File: config.mk
export PLATFORM = sky130hd
export DESIGN_NAME = sorted_table_linear_interpolator_unit
export DESIGN_NICKNAME = d
export VERILOG_FILES = /design/src/rtl/stli_pkg.sv /design/src/rtl/sorted_table_linear_interpolator_unit.sv /design/src/rtl/stli_div.sv /design/src/rtl/stli_datapath.sv /design/src/rtl/stli_ctrl.sv
export VERILOG_INCLUDE_DIRS = /design/src /design/src/rtl
export SDC_FILE = /design/constraint.sdc
export NUM_CORES = 2
export LEC_CHECK = 0
export ABC_CLOCK_PERIOD_IN_PS = 8600
export BUFFER_PORTS_ARGS = -buffer_cell sky130_fd_sc_hd__buf_2
export CAP_MARGIN = 10
export CORE_UTILIZATION = 60
export DETAILED_ROUTE_END_ITERATION = 8
export PLACE_DENSITY = 0.76
export SLEW_MARGIN = 40
export SYNTH_ARGS = -nofsm -noshare
export SYNTH_HDL_FRONTEND = slang
export SYNTH_HIERARCHICAL = 1
export SYNTH_SLANG_ARGS = --single-unit
File: constraint.sdc
create_clock -name clk -period 8.6 [get_ports clk]
set_clock_uncertainty 0.15 [all_clocks]
set_input_delay 0.43 -clock clk [delete_from_list [all_inputs] [get_ports clk]]
set_output_delay 0.43 -clock clk [all_outputs]
set_load 0.005 [all_outputs]
File: src/rtl/assert_macros.svh
// Assertion helpers used by the datapath. Both sample on clk and are
// disabled while rst_n is low, so they expect those names in scope.
`ifndef ASSERT_MACROS_SVH
`define ASSERT_MACROS_SVH
`ifndef SYNTHESIS
// Property that must hold at every sampled edge
`define STLI_ASSERT(lbl, prop) \
    lbl: assert property (@(posedge clk) disable iff (!rst_n) (prop)) \
        else $error("assertion failed");
// Antecedent implies consequent in the same cycle
`define STLI_ASSERT_IMP(lbl, ante, cons) \
    lbl: assert property (@(posedge clk) disable iff (!rst_n) (ante) |-> (cons)) \
        else $error("assertion failed");
`else
`define STLI_ASSERT(lbl, prop)
`define STLI_ASSERT_IMP(lbl, ante, cons)
`endif
`endif

File: src/rtl/stli_pkg.sv
package stli_pkg;

    localparam int TABLE_DEPTH_DEFAULT = 16;

    // Command codes
    typedef enum logic [1:0] {
        CMD_CLEAR  = 2'd0,
        CMD_APPEND = 2'd1,
        CMD_QUERY  = 2'd2,
        CMD_NOP    = 2'd3
    } cmd_t;

    // Result status codes
    typedef enum logic [2:0] {
        ST_OK    = 3'd0,
        ST_RANGE = 3'd1,
        ST_FEW   = 3'd2,
        ST_FULL  = 3'd3,
        ST_SAT   = 3'd4
    } status_t;

    // Request and response payloads
    typedef struct packed {
        logic [1:0]         cmd;
        logic signed [15:0] angle_in;
        logic signed [15:0] coef_in;
    } req_t;

    typedef struct packed {
        logic signed [15:0] coef_out;
        logic [2:0]         status;
        logic [4:0]         entry_count;
    } rsp_t;

    // Datapath command fields
    typedef enum logic [2:0] {
        IDX_HOLD = 3'd0,
        IDX_CLR  = 3'd1,
        IDX_LAST = 3'd2,
        IDX_INC  = 3'd3,
        IDX_DEC  = 3'd4
    } idx_op_t;

    typedef enum logic [1:0] {
        WR_NONE   = 2'd0,
        WR_SHIFT  = 2'd1,
        WR_NEW_UP = 2'd2,
        WR_NEW_AT = 2'd3
    } wr_op_t;

    typedef enum logic [1:0] {
        CNT_HOLD = 2'd0,
        CNT_CLR  = 2'd1,
        CNT_INC  = 2'd2
    } cnt_op_t;

    typedef enum logic [1:0] {
        RES_ZERO   = 2'd0,
        RES_COEF   = 2'd1,
        RES_INTERP = 2'd2
    } res_sel_t;

    typedef struct packed {
        logic     item_load;
        idx_op_t  idx_op;
        wr_op_t   wr_op;
        cnt_op_t  cnt_op;
        logic     prev_load;
        logic     brk_load;
        logic     mul_load;
        logic     div_start;
        logic     res_load;
        res_sel_t res_sel;
        status_t  res_st;
        logic     out_load;
    } dp_ctrl_t;

    typedef struct packed {
        cmd_t cmd;
        logic full;
        logic few;
        logic count_zero;
        logic idx_zero;
        logic idx_last;
        logic rd_gt;
        logic rd_eq;
        logic div_busy;
        logic out_free;
    } dp_stat_t;

endpackage

File: src/rtl/sorted_table_linear_interpolator_unit.sv
// Sorted breakpoint table with linear interpolation. Each request carries a
// command: clear the table, append an (angle Q8.8, coefficient Q4.12) pair,
// or query an angle; every request yields exactly one response with the
// coefficient, a status code and the entry count afterwards. Pairs are kept
// in ascending angle order, equal angles in load order. One request is in
// work at a time; the response sits in an output register, so the next
// request is taken while it waits. Clear, the unused command, an append to
// a full table and a query with too few points answer without a table walk;
// other appends move each larger entry up one slot (up to TABLE_DEPTH - 1)
// and then write the new pair; other queries scan entries upward (up to
// TABLE_DEPTH), then multiply and divide when they interpolate. The table
// walk is single-port, one entry a cycle, and the divider is the 16-step
// serial one. No clearing pass after reset.
module sorted_table_linear_interpolator_unit
    import stli_pkg::*;
#(
    parameter int TABLE_DEPTH = TABLE_DEPTH_DEFAULT
)
(
    input  logic clk,
    input  logic rst_n,
    input  logic req_valid,
    output logic req_ready,
    input  req_t req,
    output logic rsp_valid,
    input  logic rsp_ready,
    output rsp_t rsp
);

    dp_ctrl_t ctrl;
    dp_stat_t stat;

    // Sequencer
    stli_ctrl u_ctrl (
        .clk       (clk),
        .rst_n     (rst_n),
        .req_valid (req_valid),
        .req_ready (req_ready),
        .stat      (stat),
        .ctrl      (ctrl)
    );

    // Table, arithmetic and response register
    stli_datapath #(
        .TABLE_DEPTH (TABLE_DEPTH)
    ) u_datapath (
        .clk       (clk),
        .rst_n     (rst_n),
        .req       (req),
        .ctrl      (ctrl),
        .stat      (stat),
        .rsp_valid (rsp_valid),
        .rsp_ready (rsp_ready),
        .rsp       (rsp)
    );

endmodule

File: src/rtl/stli_div.sv
// Serial restoring divider, one quotient bit per cycle.
// Caller guarantees dividend < divisor * 2^16, so the quotient fits 16 bits.
module stli_div
    import stli_pkg::*;
(
    input  logic        clk,
    input  logic        rst_n,
    input  logic        start,
    input  logic [31:0] dividend,
    input  logic [15:0] divisor,
    output logic        busy,
    output logic [15:0] quotient
);

    logic [4:0]  cnt_reg;
    logic [15:0] rem_reg;
    logic [15:0] shf_reg;
    logic [15:0] dsr_reg;
    logic [16:0] trial;
    logic        qbit;

    // Trial subtract of the shifted partial remainder
    always_comb
    begin
        trial = {rem_reg, shf_reg[15]};
        qbit  = (trial >= {1'b0, dsr_reg});
    end

    // Step counter
    always_ff @(posedge clk or negedge rst_n)
    begin
        if (!rst_n)
        begin
            cnt_reg <= '0;
        end
        else if (start)
        begin
            cnt_reg <= 5'd16;
        end
        else if (cnt_reg != '0)
        begin
            cnt_reg <= cnt_reg - 5'd1;
        end
    end

    // Remainder and dividend/quotient shift register
    always_ff @(posedge clk)
    begin
        if (start)
        begin
            rem_reg <= dividend[31:16];
            shf_reg <= dividend[15:0];
            dsr_reg <= divisor;
        end
        else if (cnt_reg != '0)
        begin
            rem_reg <= qbit ? 16'(trial - {1'b0, dsr_reg}) : trial[15:0];
            shf_reg <= {shf_reg[14:0], qbit};
        end
    end

    assign busy     = (cnt_reg != '0);
    assign quotient = shf_reg;

endmodule

File: src/rtl/stli_datapath.sv
`include "assert_macros.svh"
module stli_datapath
    import stli_pkg::*;
#(
    parameter int TABLE_DEPTH = TABLE_DEPTH_DEFAULT
)
(
    input  logic     clk,
    input  logic     rst_n,
    input  req_t     req,
    input  dp_ctrl_t ctrl,
    output dp_stat_t stat,
    output logic     rsp_valid,
    input  logic     rsp_ready,
    output rsp_t     rsp
);

    localparam int IW = $clog2(TABLE_DEPTH);
    localparam int CW = $clog2(TABLE_DEPTH + 1);
    localparam logic [CW-1:0] DEPTH_C = CW'(TABLE_DEPTH);

    req_t               item_reg;
    logic [CW-1:0]      count_reg;
    logic [CW-1:0]      count_next;
    logic [IW-1:0]      idx_reg;
    logic [IW-1:0]      idx_next;
    logic [IW-1:0]      idx_up;

    logic signed [15:0] angle_mem [TABLE_DEPTH];
    logic signed [15:0] coef_mem  [TABLE_DEPTH];
    logic signed [15:0] rd_angle_reg;
    logic signed [15:0] rd_coef_reg;

    logic signed [15:0] q_angle;
    logic signed [15:0] prev_angle_reg;
    logic signed [15:0] prev_coef_reg;
    logic signed [16:0] dq_reg;
    logic signed [16:0] dc_reg;
    logic [15:0]        den_reg;
    logic signed [15:0] c0_reg;
    logic signed [33:0] prod_reg;
    logic [33:0]        prod_mag;
    logic               neg_reg;

    logic               div_busy;
    logic [15:0]        div_quo;
    logic signed [17:0] quo_s;
    logic signed [17:0] sum_v;
    logic signed [15:0] interp_coef;
    logic               interp_sat;

    logic signed [15:0] res_coef_reg;
    status_t            res_st_reg;
    logic               rsp_valid_reg;
    rsp_t               rsp_reg;
    logic               out_free;

    assign q_angle = item_reg.angle_in;

    // Latch the accepted request
    always_ff @(posedge clk)
    begin
        if (ctrl.item_load)
        begin
            item_reg <= req;
        end
    end

    // Table index: the read port always fetches the entry idx will point at
    always_comb
    begin
        unique case (ctrl.idx_op)
            IDX_HOLD: idx_next = idx_reg;
            IDX_CLR:  idx_next = '0;
            IDX_LAST: idx_next = IW'(count_reg - 1'b1);
            IDX_INC:  idx_next = idx_reg + 1'b1;
            IDX_DEC:  idx_next = idx_reg - 1'b1;
            default:  idx_next = idx_reg;
        endcase
    end

    assign idx_up = idx_reg + 1'b1;

    // Entry count
    always_comb
    begin
        unique case (ctrl.cnt_op)
            CNT_HOLD: count_next = count_reg;
            CNT_CLR:  count_next = '0;
            CNT_INC:  count_next = count_reg + 1'b1;
            default:  count_next = count_reg;
        endcase
    end

    always_ff @(posedge clk or negedge rst_n)
    begin
        if (!rst_n)
        begin
            idx_reg   <= '0;
            count_reg <= '0;
        end
        else
        begin
            idx_reg   <= idx_next;
            count_reg <= count_next;
        end
    end

    // Breakpoint memories: one write, one registered read per cycle
    always_ff @(posedge clk)
    begin
        unique case (ctrl.wr_op)
            WR_NONE:
            begin
            end
            WR_SHIFT:
            begin
                angle_mem[idx_up] <= rd_angle_reg;
                coef_mem[idx_up]  <= rd_coef_reg;
            end
            WR_NEW_UP:
            begin
                angle_mem[idx_up] <= item_reg.angle_in;
                coef_mem[idx_up]  <= item_reg.coef_in;
            end
            WR_NEW_AT:
            begin
                angle_mem[idx_reg] <= item_reg.angle_in;
                coef_mem[idx_reg]  <= item_reg.coef_in;
            end
        endcase
        rd_angle_reg <= angle_mem[idx_next];
        rd_coef_reg  <= coef_mem[idx_next];
    end

    // Lower breakpoint and bracket differences
    always_ff @(posedge clk)
    begin
        if (ctrl.prev_load)
        begin
            prev_angle_reg <= rd_angle_reg;
            prev_coef_reg  <= rd_coef_reg;
        end
        if (ctrl.brk_load)
        begin
            dq_reg  <= 17'(q_angle) - 17'(prev_angle_reg);
            dc_reg  <= 17'(rd_coef_reg) - 17'(prev_coef_reg);
            den_reg <= 16'(17'(rd_angle_reg) - 17'(prev_angle_reg));
            c0_reg  <= prev_coef_reg;
        end
        if (ctrl.mul_load)
        begin
            prod_reg <= dq_reg * dc_reg;
        end
        if (ctrl.div_start)
        begin
            neg_reg <= prod_reg[33];
        end
    end

    // Divide the product magnitude by the angle span
    assign prod_mag = prod_reg[33] ? 34'(-prod_reg) : 34'(prod_reg);

    stli_div u_div (
        .clk      (clk),
        .rst_n    (rst_n),
        .start    (ctrl.div_start),
        .dividend (prod_mag[31:0]),
        .divisor  (den_reg),
        .busy     (div_busy),
        .quotient (div_quo)
    );

    // Apply sign, add base coefficient and clamp to 16 bits
    always_comb
    begin
        quo_s = neg_reg ? -$signed({2'b00, div_quo}) : $signed({2'b00, div_quo});
        sum_v = 18'(c0_reg) + quo_s;
        if (sum_v > 18'sd32767)
        begin
            interp_coef = 16'sh7FFF;
            interp_sat  = 1'b1;
        end
        else if (sum_v < -18'sd32768)
        begin
            interp_coef = 16'sh8000;
            interp_sat  = 1'b1;
        end
        else
        begin
            interp_coef = sum_v[15:0];
            interp_sat  = 1'b0;
        end
    end

    // Result register
    always_ff @(posedge clk)
    begin
        if (ctrl.res_load)
        begin
            unique case (ctrl.res_sel)
                RES_ZERO:
                begin
                    res_coef_reg <= '0;
                    res_st_reg   <= ctrl.res_st;
                end
                RES_COEF:
                begin
                    res_coef_reg <= rd_coef_reg;
                    res_st_reg   <= ctrl.res_st;
                end
                RES_INTERP:
                begin
                    res_coef_reg <= interp_coef;
                    res_st_reg   <= interp_sat ? ST_SAT : ctrl.res_st;
                end
                default:
                begin
                    res_coef_reg <= '0;
                    res_st_reg   <= ctrl.res_st;
                end
            endcase
        end
    end

    // Output register, frees the datapath while a response waits
    assign out_free = !rsp_valid_reg || rsp_ready;

    always_ff @(posedge clk or negedge rst_n)
    begin
        if (!rst_n)
        begin
            rsp_valid_reg <= 1'b0;
        end
        else if (ctrl.out_load)
        begin
            rsp_valid_reg <= 1'b1;
        end
        else if (rsp_ready)
        begin
            rsp_valid_reg <= 1'b0;
        end
    end

    always_ff @(posedge clk)
    begin
        if (ctrl.out_load)
        begin
            rsp_reg.coef_out    <= res_coef_reg;
            rsp_reg.status      <= res_st_reg;
            rsp_reg.entry_count <= 5'(count_reg);
        end
    end

    assign rsp_valid = rsp_valid_reg;
    assign rsp       = rsp_reg;

    // Status to the controller
    always_comb
    begin
        stat.cmd        = cmd_t'(item_reg.cmd);
        stat.full       = (count_reg >= DEPTH_C);
        stat.few        = (count_reg < CW'(2));
        stat.count_zero = (count_reg == '0);
        stat.idx_zero   = (idx_reg == '0);
        stat.idx_last   = ((CW'(idx_reg) + 1'b1) == count_reg);
        stat.rd_gt      = (rd_angle_reg > q_angle);
        stat.rd_eq      = (rd_angle_reg == q_angle);
        stat.div_busy   = div_busy;
        stat.out_free   = out_free;
    end

    `STLI_ASSERT(a_count_bound, count_reg <= DEPTH_C)
    `STLI_ASSERT_IMP(a_write_not_full, ctrl.wr_op != WR_NONE, count_reg < DEPTH_C)
    `STLI_ASSERT_IMP(a_no_overwrite, ctrl.out_load, out_free)
    `STLI_ASSERT_IMP(a_div_idle_start, ctrl.div_start, !div_busy)

endmodule

File: src/rtl/stli_ctrl.sv
module stli_ctrl
    import stli_pkg::*;
(
    input  logic     clk,
    input  logic     rst_n,
    input  logic     req_valid,
    output logic     req_ready,
    input  dp_stat_t stat,
    output dp_ctrl_t ctrl
);

    typedef enum logic [3:0] {
        S_IDLE,
        S_EXEC,
        S_A_CMP,
        S_A_INS,
        S_Q_SCAN,
        S_Q_MUL,
        S_Q_DIVGO,
        S_Q_DIV,
        S_Q_FIN,
        S_RESP
    } state_t;

    state_t state_reg;
    state_t state_next;

    // Next state and datapath commands
    always_comb
    begin
        state_next    = state_reg;
        ctrl          = '0;
        ctrl.idx_op   = IDX_HOLD;
        ctrl.wr_op    = WR_NONE;
        ctrl.cnt_op   = CNT_HOLD;
        ctrl.res_sel  = RES_ZERO;
        ctrl.res_st   = ST_OK;
        req_ready     = 1'b0;
        unique case (state_reg)
            S_IDLE:
            begin
                req_ready = 1'b1;
                if (req_valid)
                begin
                    ctrl.item_load = 1'b1;
                    state_next     = S_EXEC;
                end
            end
            S_EXEC:
            begin
                unique case (stat.cmd)
                    CMD_CLEAR:
                    begin
                        ctrl.cnt_op   = CNT_CLR;
                        ctrl.res_load = 1'b1;
                        state_next    = S_RESP;
                    end
                    CMD_APPEND:
                    begin
                        if (stat.full)
                        begin
                            ctrl.res_load = 1'b1;
                            ctrl.res_st   = ST_FULL;
                            state_next    = S_RESP;
                        end
                        else if (stat.count_zero)
                        begin
                            ctrl.idx_op = IDX_CLR;
                            state_next  = S_A_INS;
                        end
                        else
                        begin
                            ctrl.idx_op = IDX_LAST;
                            state_next  = S_A_CMP;
                        end
                    end
                    CMD_QUERY:
                    begin
                        if (stat.few)
                        begin
                            ctrl.res_load = 1'b1;
                            ctrl.res_st   = ST_FEW;
                            state_next    = S_RESP;
                        end
                        else
                        begin
                            ctrl.idx_op = IDX_CLR;
                            state_next  = S_Q_SCAN;
                        end
                    end
                    CMD_NOP:
                    begin
                        ctrl.res_load = 1'b1;
                        state_next    = S_RESP;
                    end
                endcase
            end
            // Insertion: move larger entries up one slot, top entry first
            S_A_CMP:
            begin
                if (stat.rd_gt)
                begin
                    ctrl.wr_op = WR_SHIFT;
                    if (stat.idx_zero)
                    begin
                        state_next = S_A_INS;
                    end
                    else
                    begin
                        ctrl.idx_op = IDX_DEC;
                    end
                end
                else
                begin
                    ctrl.wr_op    = WR_NEW_UP;
                    ctrl.cnt_op   = CNT_INC;
                    ctrl.res_load = 1'b1;
                    state_next    = S_RESP;
                end
            end
            S_A_INS:
            begin
                ctrl.wr_op    = WR_NEW_AT;
                ctrl.cnt_op   = CNT_INC;
                ctrl.res_load = 1'b1;
                state_next    = S_RESP;
            end
            // Walk upward: first equal entry wins, first larger one brackets
            S_Q_SCAN:
            begin
                if (stat.rd_eq)
                begin
                    ctrl.res_load = 1'b1;
                    ctrl.res_sel  = RES_COEF;
                    state_next    = S_RESP;
                end
                else if (stat.rd_gt)
                begin
                    if (stat.idx_zero)
                    begin
                        ctrl.res_load = 1'b1;
                        ctrl.res_st   = ST_RANGE;
                        state_next    = S_RESP;
                    end
                    else
                    begin
                        ctrl.brk_load = 1'b1;
                        state_next    = S_Q_MUL;
                    end
                end
                else if (stat.idx_last)
                begin
                    ctrl.res_load = 1'b1;
                    ctrl.res_st   = ST_RANGE;
                    state_next    = S_RESP;
                end
                else
                begin
                    ctrl.prev_load = 1'b1;
                    ctrl.idx_op    = IDX_INC;
                end
            end
            S_Q_MUL:
            begin
                ctrl.mul_load = 1'b1;
                state_next    = S_Q_DIVGO;
            end
            S_Q_DIVGO:
            begin
                ctrl.div_start = 1'b1;
                state_next     = S_Q_DIV;
            end
            S_Q_DIV:
            begin
                if (!stat.div_busy)
                begin
                    state_next = S_Q_FIN;
                end
            end
            S_Q_FIN:
            begin
                ctrl.res_load = 1'b1;
                ctrl.res_sel  = RES_INTERP;
                state_next    = S_RESP;
            end
            S_RESP:
            begin
                if (stat.out_free)
                begin
                    ctrl.out_load = 1'b1;
                    state_next    = S_IDLE;
                end
            end
            default:
            begin
                state_next = S_IDLE;
            end
        endcase
    end

    always_ff @(posedge clk or negedge rst_n)
    begin
        if (!rst_n)
        begin
            state_reg <= S_IDLE;
        end
        else
        begin
            state_reg <= state_next;
        end
    end

endmodule

* After elaboration in Yosys (flattened, before gate mapping) *
Memory sizes are Yosys's and may differ from the RTL's. A register that Yosys moved wholly into a read port is not among the register bits.
Cells that the tools add are included.

word-level totals
  bits in registers = 277
  bits in latches = 0
  bits in writable memories = 512
  bits in read-only memories = 0
  memories = 2

memories
  memory                depth  width  rd ports  clocked after Yosys merged registers in  write ports  line                 RTL
  u_datapath.angle_mem  16     16     1         1                                        1            stli_datapath.sv:29  logic signed [15:0] angle_mem [TABLE_DEPTH];
  u_datapath.coef_mem   16     16     1         1                                        1            stli_datapath.sv:30  logic signed [15:0] coef_mem [TABLE_DEPTH];

operators by class
  add/subtract/negate cells = 13
  multiply operators = 1
  div/mod/pow operators = 0
  order comparisons = 6
  equality and inequality tests = 30
  shift-type cells = 0
  multiplexer cells = 95
  bitwise operators = 2
  reduce and logical (&&, ||, !) cells = 15

operators by type and width
  kind                  count
  $mux 16               11
  $mux 4                13
  $mux 1                36
  $pmux 4 s9            1
  $mul 17x17->34        1
  $sub 16x16->17        2
  $mux 32               1
  $neg 32->32           1
  $pmux 16 s2           1
  $reduce_or 16->1      2
  $sub 16x16->16        2
  $mux 3                9
  $add 16x18->18        1
  $gt 18x16->1 const B  1
  $lt 18x16->1 const B  1
  $mux 18               1
  $neg 16->18           1
  $pmux 3 s2            3
  $ge 17x16->1          1
  $eq 16x16->1          1
  $eq 4x3->1 const B    4
  $gt 16x16->1          1
  $mux 2                8
  $pmux 4 s4            1
  38 further kinds      58

* Logic depth before layout (Yosys ltp) *
  depth after elaboration = 8
  depth in mapped cells = 27
  depth with buffers taken out = 23

* By module *
The synthesis kept the hierarchy.

modules (own cells, without submodules)
  module         times used  cells each  area an instance (µm²)  seq. area each (µm²)
  stli_datapath  1           3,811       44,028.5                22,541.6
  stli_div       1           315         3,399.5                 1,566.5
  stli_ctrl      1           92          635.6                   100.1

* Worst setup path before layout *
Ideal clock, no wire load.

  path kind = register to register
  start = register u_datapath.dq_reg[11]
  end = register u_datapath.prod_reg[30] (data pin)
  library setup time = 0.139 ns
  arrival time = 6.435 ns
  data required time = 8.311 ns
  slack = 1.876 ns
  cell stages (with the launch flop) = 23
  path buffers = 2
  period minus slack after synthesis = 6.724 ns
  cells stage by stage = edfxtp_1 > clkbuf_1 > nand2_1 > fa_1 > fa_1 > fa_1 > inv_1 > fa_1 > fa_1 > inv_1 > fa_1 > inv_1 > ha_1 > clkbuf_1 > and3_1 > and3_1 > a2111oi_0 > nor2_1 > a221oi_1 > o311a_1 > a311oi_1 > or4_1 > nand4b_1

between the ends
  word-level cells in the longest chain between the ends = 1

ends and longest elaborated chain
  what                      line                  RTL
  start: declaration        stli_datapath.sv:37   logic signed [16:0] dq_reg;
  start signal: assignment  stli_datapath.sv:146  dq_reg <= 17'(q_angle) - 17'(prev_angle_reg);
  $mul 17x17->34            stli_datapath.sv:153  prod_reg <= dq_reg * dc_reg;
  end signal: assignment    stli_datapath.sv:153
  end: declaration          stli_datapath.sv:41   logic signed [33:0] prod_reg;

No other way between the ends.
A chain may end at the register's enable or synchronous reset.

* Final worst setup path *
  start = register u_datapath.dq_reg[16]
  end = register u_datapath.prod_reg[33] (data pin)

The elaborated chain is that of the path after synthesis.

==> results.py <==
metrics = {
    "synth": {
        "synth_top_area_cell": "edfxtp_1",
        "syn_inst": 4218,
        "ys_ff_latch": 820,
        "synth_nets": 4753,
        "synth_edf_count": 769,
        "netlist_area_sq_mm": 0.0481,
        "synthArstFlopShare": 0.0232,
        "synth.distinct_cells": 90,
        "synth_top_cell_area_share": 0.480,
        "ys_seq_area_frac": 0.504,
        "yosys-top-cells-count": "769 x edfxtp_1, 740 x nand2_1, 471 x inv_1",
        "synthFlopType": "edfxtp_1",
        "synth_most_common_cell": "edfxtp_1",
        "synth_area_leaders": "edfxtp_1 48%, fa_1 13%, nand2_1 5.8%, ha_1 5.1%, inv_1 3.7%",
        "yosys_warnings": 6,
        "synth_area_per_cell_sq_um": 11.4,
    },
    "placed_design": {
        "pre_cts_ws_ns": 0.984,
        "gp_congestion": 0.919,
        "dp.cells": 5186,
        "dpl.hpwl_um": 76200,
        "port_buffers": 63,
    },
    "global_route": {
        "grt_first_pass_wirelength_um": 182000,
        "grt_overflow": 0,
        "grt_usage": 0.291,
        "grt_max_degree": 175,
        "grt_antenna_before_repair": 2,
        "grt_pass1_vias": 32093,
    },
    "finish": {
        "finalNonFillerCells": 5377,
        "drive_above_1_share": 0.0823,
        "antenna-diode-count": 0,
        "nNetsFinal": 4792,
        "syn_to_final_growth_pct": 9.36,
    },
    "setup_path": {
        "worstReg2RegEnd": "u_datapath/prod_reg[33]$_DFFE_PP_",
        "worst-path-buf-inv": 3,
        "cp_slowest_cell": "fa_1",
        "reg2reg_depth": 20,
        "crit_path_max_incr_delay_ns": 0.92,
        "cp-end-kind": "register",
        "startpoint_type": "register",
        "cp_cell_sequence": "nand2_1 > inv_1 > fa_1 > fa_1 > inv_1 > fa_1 > fa_1 > fa_1 > fa_1 > inv_1 > ha_1 > a21o_1 > a21oi_1 > o21ai_0 > o21ai_0 > a41oi_1 > or4_1 > a31o_2 > a21oi_1 > xnor2_1",
        "cp.depth": 20,
        "critPathMaxFanout": 17,
        "critical_path_arrival_ns": 7.83,
        "crit_family": "adder cells",
        "cpMostUsedCell": "fa_1",
        "reg2reg_from": "u_datapath/dq_reg[16]$_DFFE_PP_",
        "critPathRequiredTime_ns": 8.80,
        "path_class": "register to register",
        "reg2reg_slack_ns": 0.97,
    },
    "floorplanning": {
        "die-area_sq_mm": 0.0812,
        "die_h_um": 285,
        "rows": 103,
        "io_pins": 64,
        "initial_core_util": 0.607,
        "core-area_sq_mm": 0.0791,
        "dieWidth_um": 285,
    },
    "clock_network": {
        "cts_made_buffers": 83,
        "clkTransAtPathRegs_ns": 0.06,
        "insertion_delay_ns": 0.66,
        "clock-sinks": 820,
        "post_cts_buffers": 0,
        "root_buffer": "clkbuf_16",
        "htree_levels": 3,
        "cts_buffer_depth": 3,
        "cts_tree": "built",
    },
    "run_status": {
        "status": "complete, but fails checks",
        "violations": "design-rule violations",
    },
    "detailed_routing": {
        "drc": 1,
        "vias_per_cell": 6.01,
        "wire_per_inst_um": 21.8,
        "dr_total_vias": 32323,
        "detail-route-antenna-nets": 0,
        "drt_wl_total_um": 117000,
        "drtPass1Iterations": 8,
        "drt_iter0_markers": 3107,
    },
    "timing": {
        "setup_tns_ns": 0,
        "setup_ws_ns": 0.968,
        "clock.fmax_mhz": 131,
        "slew_viol_final": 0,
        "rsz0062_at_grt": "no",
        "worst_pin_slew_ns": 0.872,
        "hold_viol": 0,
        "fin_crit_sh": 0.887,
        "setup-violations-final": 0,
        "fin_crit_ns": 7.63,
        "slew-limit-headroom": 0.415,
        "hold-worst-slack_ns": 0.168,
    },
    "min_path": {
        "min_path_type": "primary input to async pin",
    },
    "power": {
        "vdd_ir_drop_max_v": 0.000338,
        "powerDensity_mw_per_mm2": 276,
        "power_mw": 14.5,
        "p_leak_nw": 20.8,
    },
    "job": {
        "cap_viol_max_count": 0,
    },
}
layer usage:
layer  track usage  share of wire  up-vias
met3        0.0358          0.077      262
met1         0.397           0.40    15998
met4        0.0981          0.035        0
met2         0.486           0.49     1387
li1              -              -    14676
met5             0              0        -
stage by stage:
stage | area, sq um | utilization
2_1_floorplan | 48100 | -
3_3_place_gp | 49500 | 0.625
3_5_place_dp | 49500 | 0.626
4_1_cts | 52600 | 0.664
5_1_grt | 52600 | 0.664
6_report | 52600 | 0.664
how the worst max path moves through the flow:
stage | from | to
2_1_floorplan | u_datapath/dq_reg[11]$_DFFE_PP_ | u_datapath/prod_reg[30]$_DFFE_PP_
3_3_place_gp | u_datapath/dc_reg[2]$_DFFE_PP_ | u_datapath/prod_reg[33]$_DFFE_PP_
3_5_place_dp | u_datapath/dc_reg[3]$_DFFE_PP_ | u_datapath/prod_reg[33]$_DFFE_PP_
4_1_cts | u_datapath/dc_reg[3]$_DFFE_PP_ | u_datapath/prod_reg[33]$_DFFE_PP_
5_1_grt | u_datapath/dq_reg[16]$_DFFE_PP_ | u_datapath/prod_reg[33]$_DFFE_PP_
6_report | u_datapath/dq_reg[16]$_DFFE_PP_ | u_datapath/prod_reg[33]$_DFFE_PP_
final cells by class:
cell class	instances	area, sq um
Multi-Input combinational cell	2731	21500
Tap cell	1050	1310
Clock buffer	106	2240
Fill cell	5755	26600
Sequential cell	820	24200
Clock inverter	49	429
Inverter	474	1800
Timing Repair Buffer	147	1090
logic make-up (layout without fill, tap and decap cells):
| group | Yosys count | count (layout) | share of synthesized area |
|---|---|---|---|
| XOR/XNOR | 143 | 143 | 0.0261 |
| other | 1 | 1 | 0.0000780 |
| multiplexers | 58 | 58 | 0.0135 |
| adder cells (fa/ha/maj) | 497 | 497 | 0.176 |
| flip-flops | 820 | 820 | 0.504 |
| buffers and inverters | 667 | 776 | 0.0541 |
| AO/OA/AOI/OAI | 528 | 528 | 0.0792 |
| AND/OR/NAND/NOR | 1504 | 1504 | 0.147 |
report_power, final:
| part | switching [mW] | internal, mW | leakage [nW] |
|---|---|---|---|
| combinational | 3.32 | 1.75 | 12.0 |
| clock | 1.56 | 1.94 | 1.29 |
| sequential | 0.428 | 5.50 | 7.51 |
| total | 5.31 | 9.18 | 20.8 |
what timing repair did:
item                                    CTS  global route
endpoints found under the setup margin    0             0
gates resized for setup                   0             0
hold buffers                             36             0
hold endpoints to repair                 55             0
cell usage in the layout, fill, tap and decap left out, types with 16 or more instances in the layout:
cell type,count
a21o_1,30
a21oi_1,83
a311o_1,32
a311oi_1,68
a31oi_1,58
and2_1,154
and3_1,77
buf_2,64
buf_4,41
clkbuf_1,16
clkbuf_16,84
clkinv_2,18
dfrtp_1,19
dfxtp_1,32
dlygate4sd3_1,36
edfxtp_1,769
fa_1,300
ha_1,196
inv_1,470
mux2_2,50
nand2_1,740
nand2b_1,40
nand3_1,206
nor2_1,95
nor2_4,18
nor2b_1,39
nor3_1,35
o21a_1,23
o21ai_0,78
o31ai_1,21
or3_1,23
xnor2_1,108
xor2_1,35
Power figures use the tool's default switching activity.
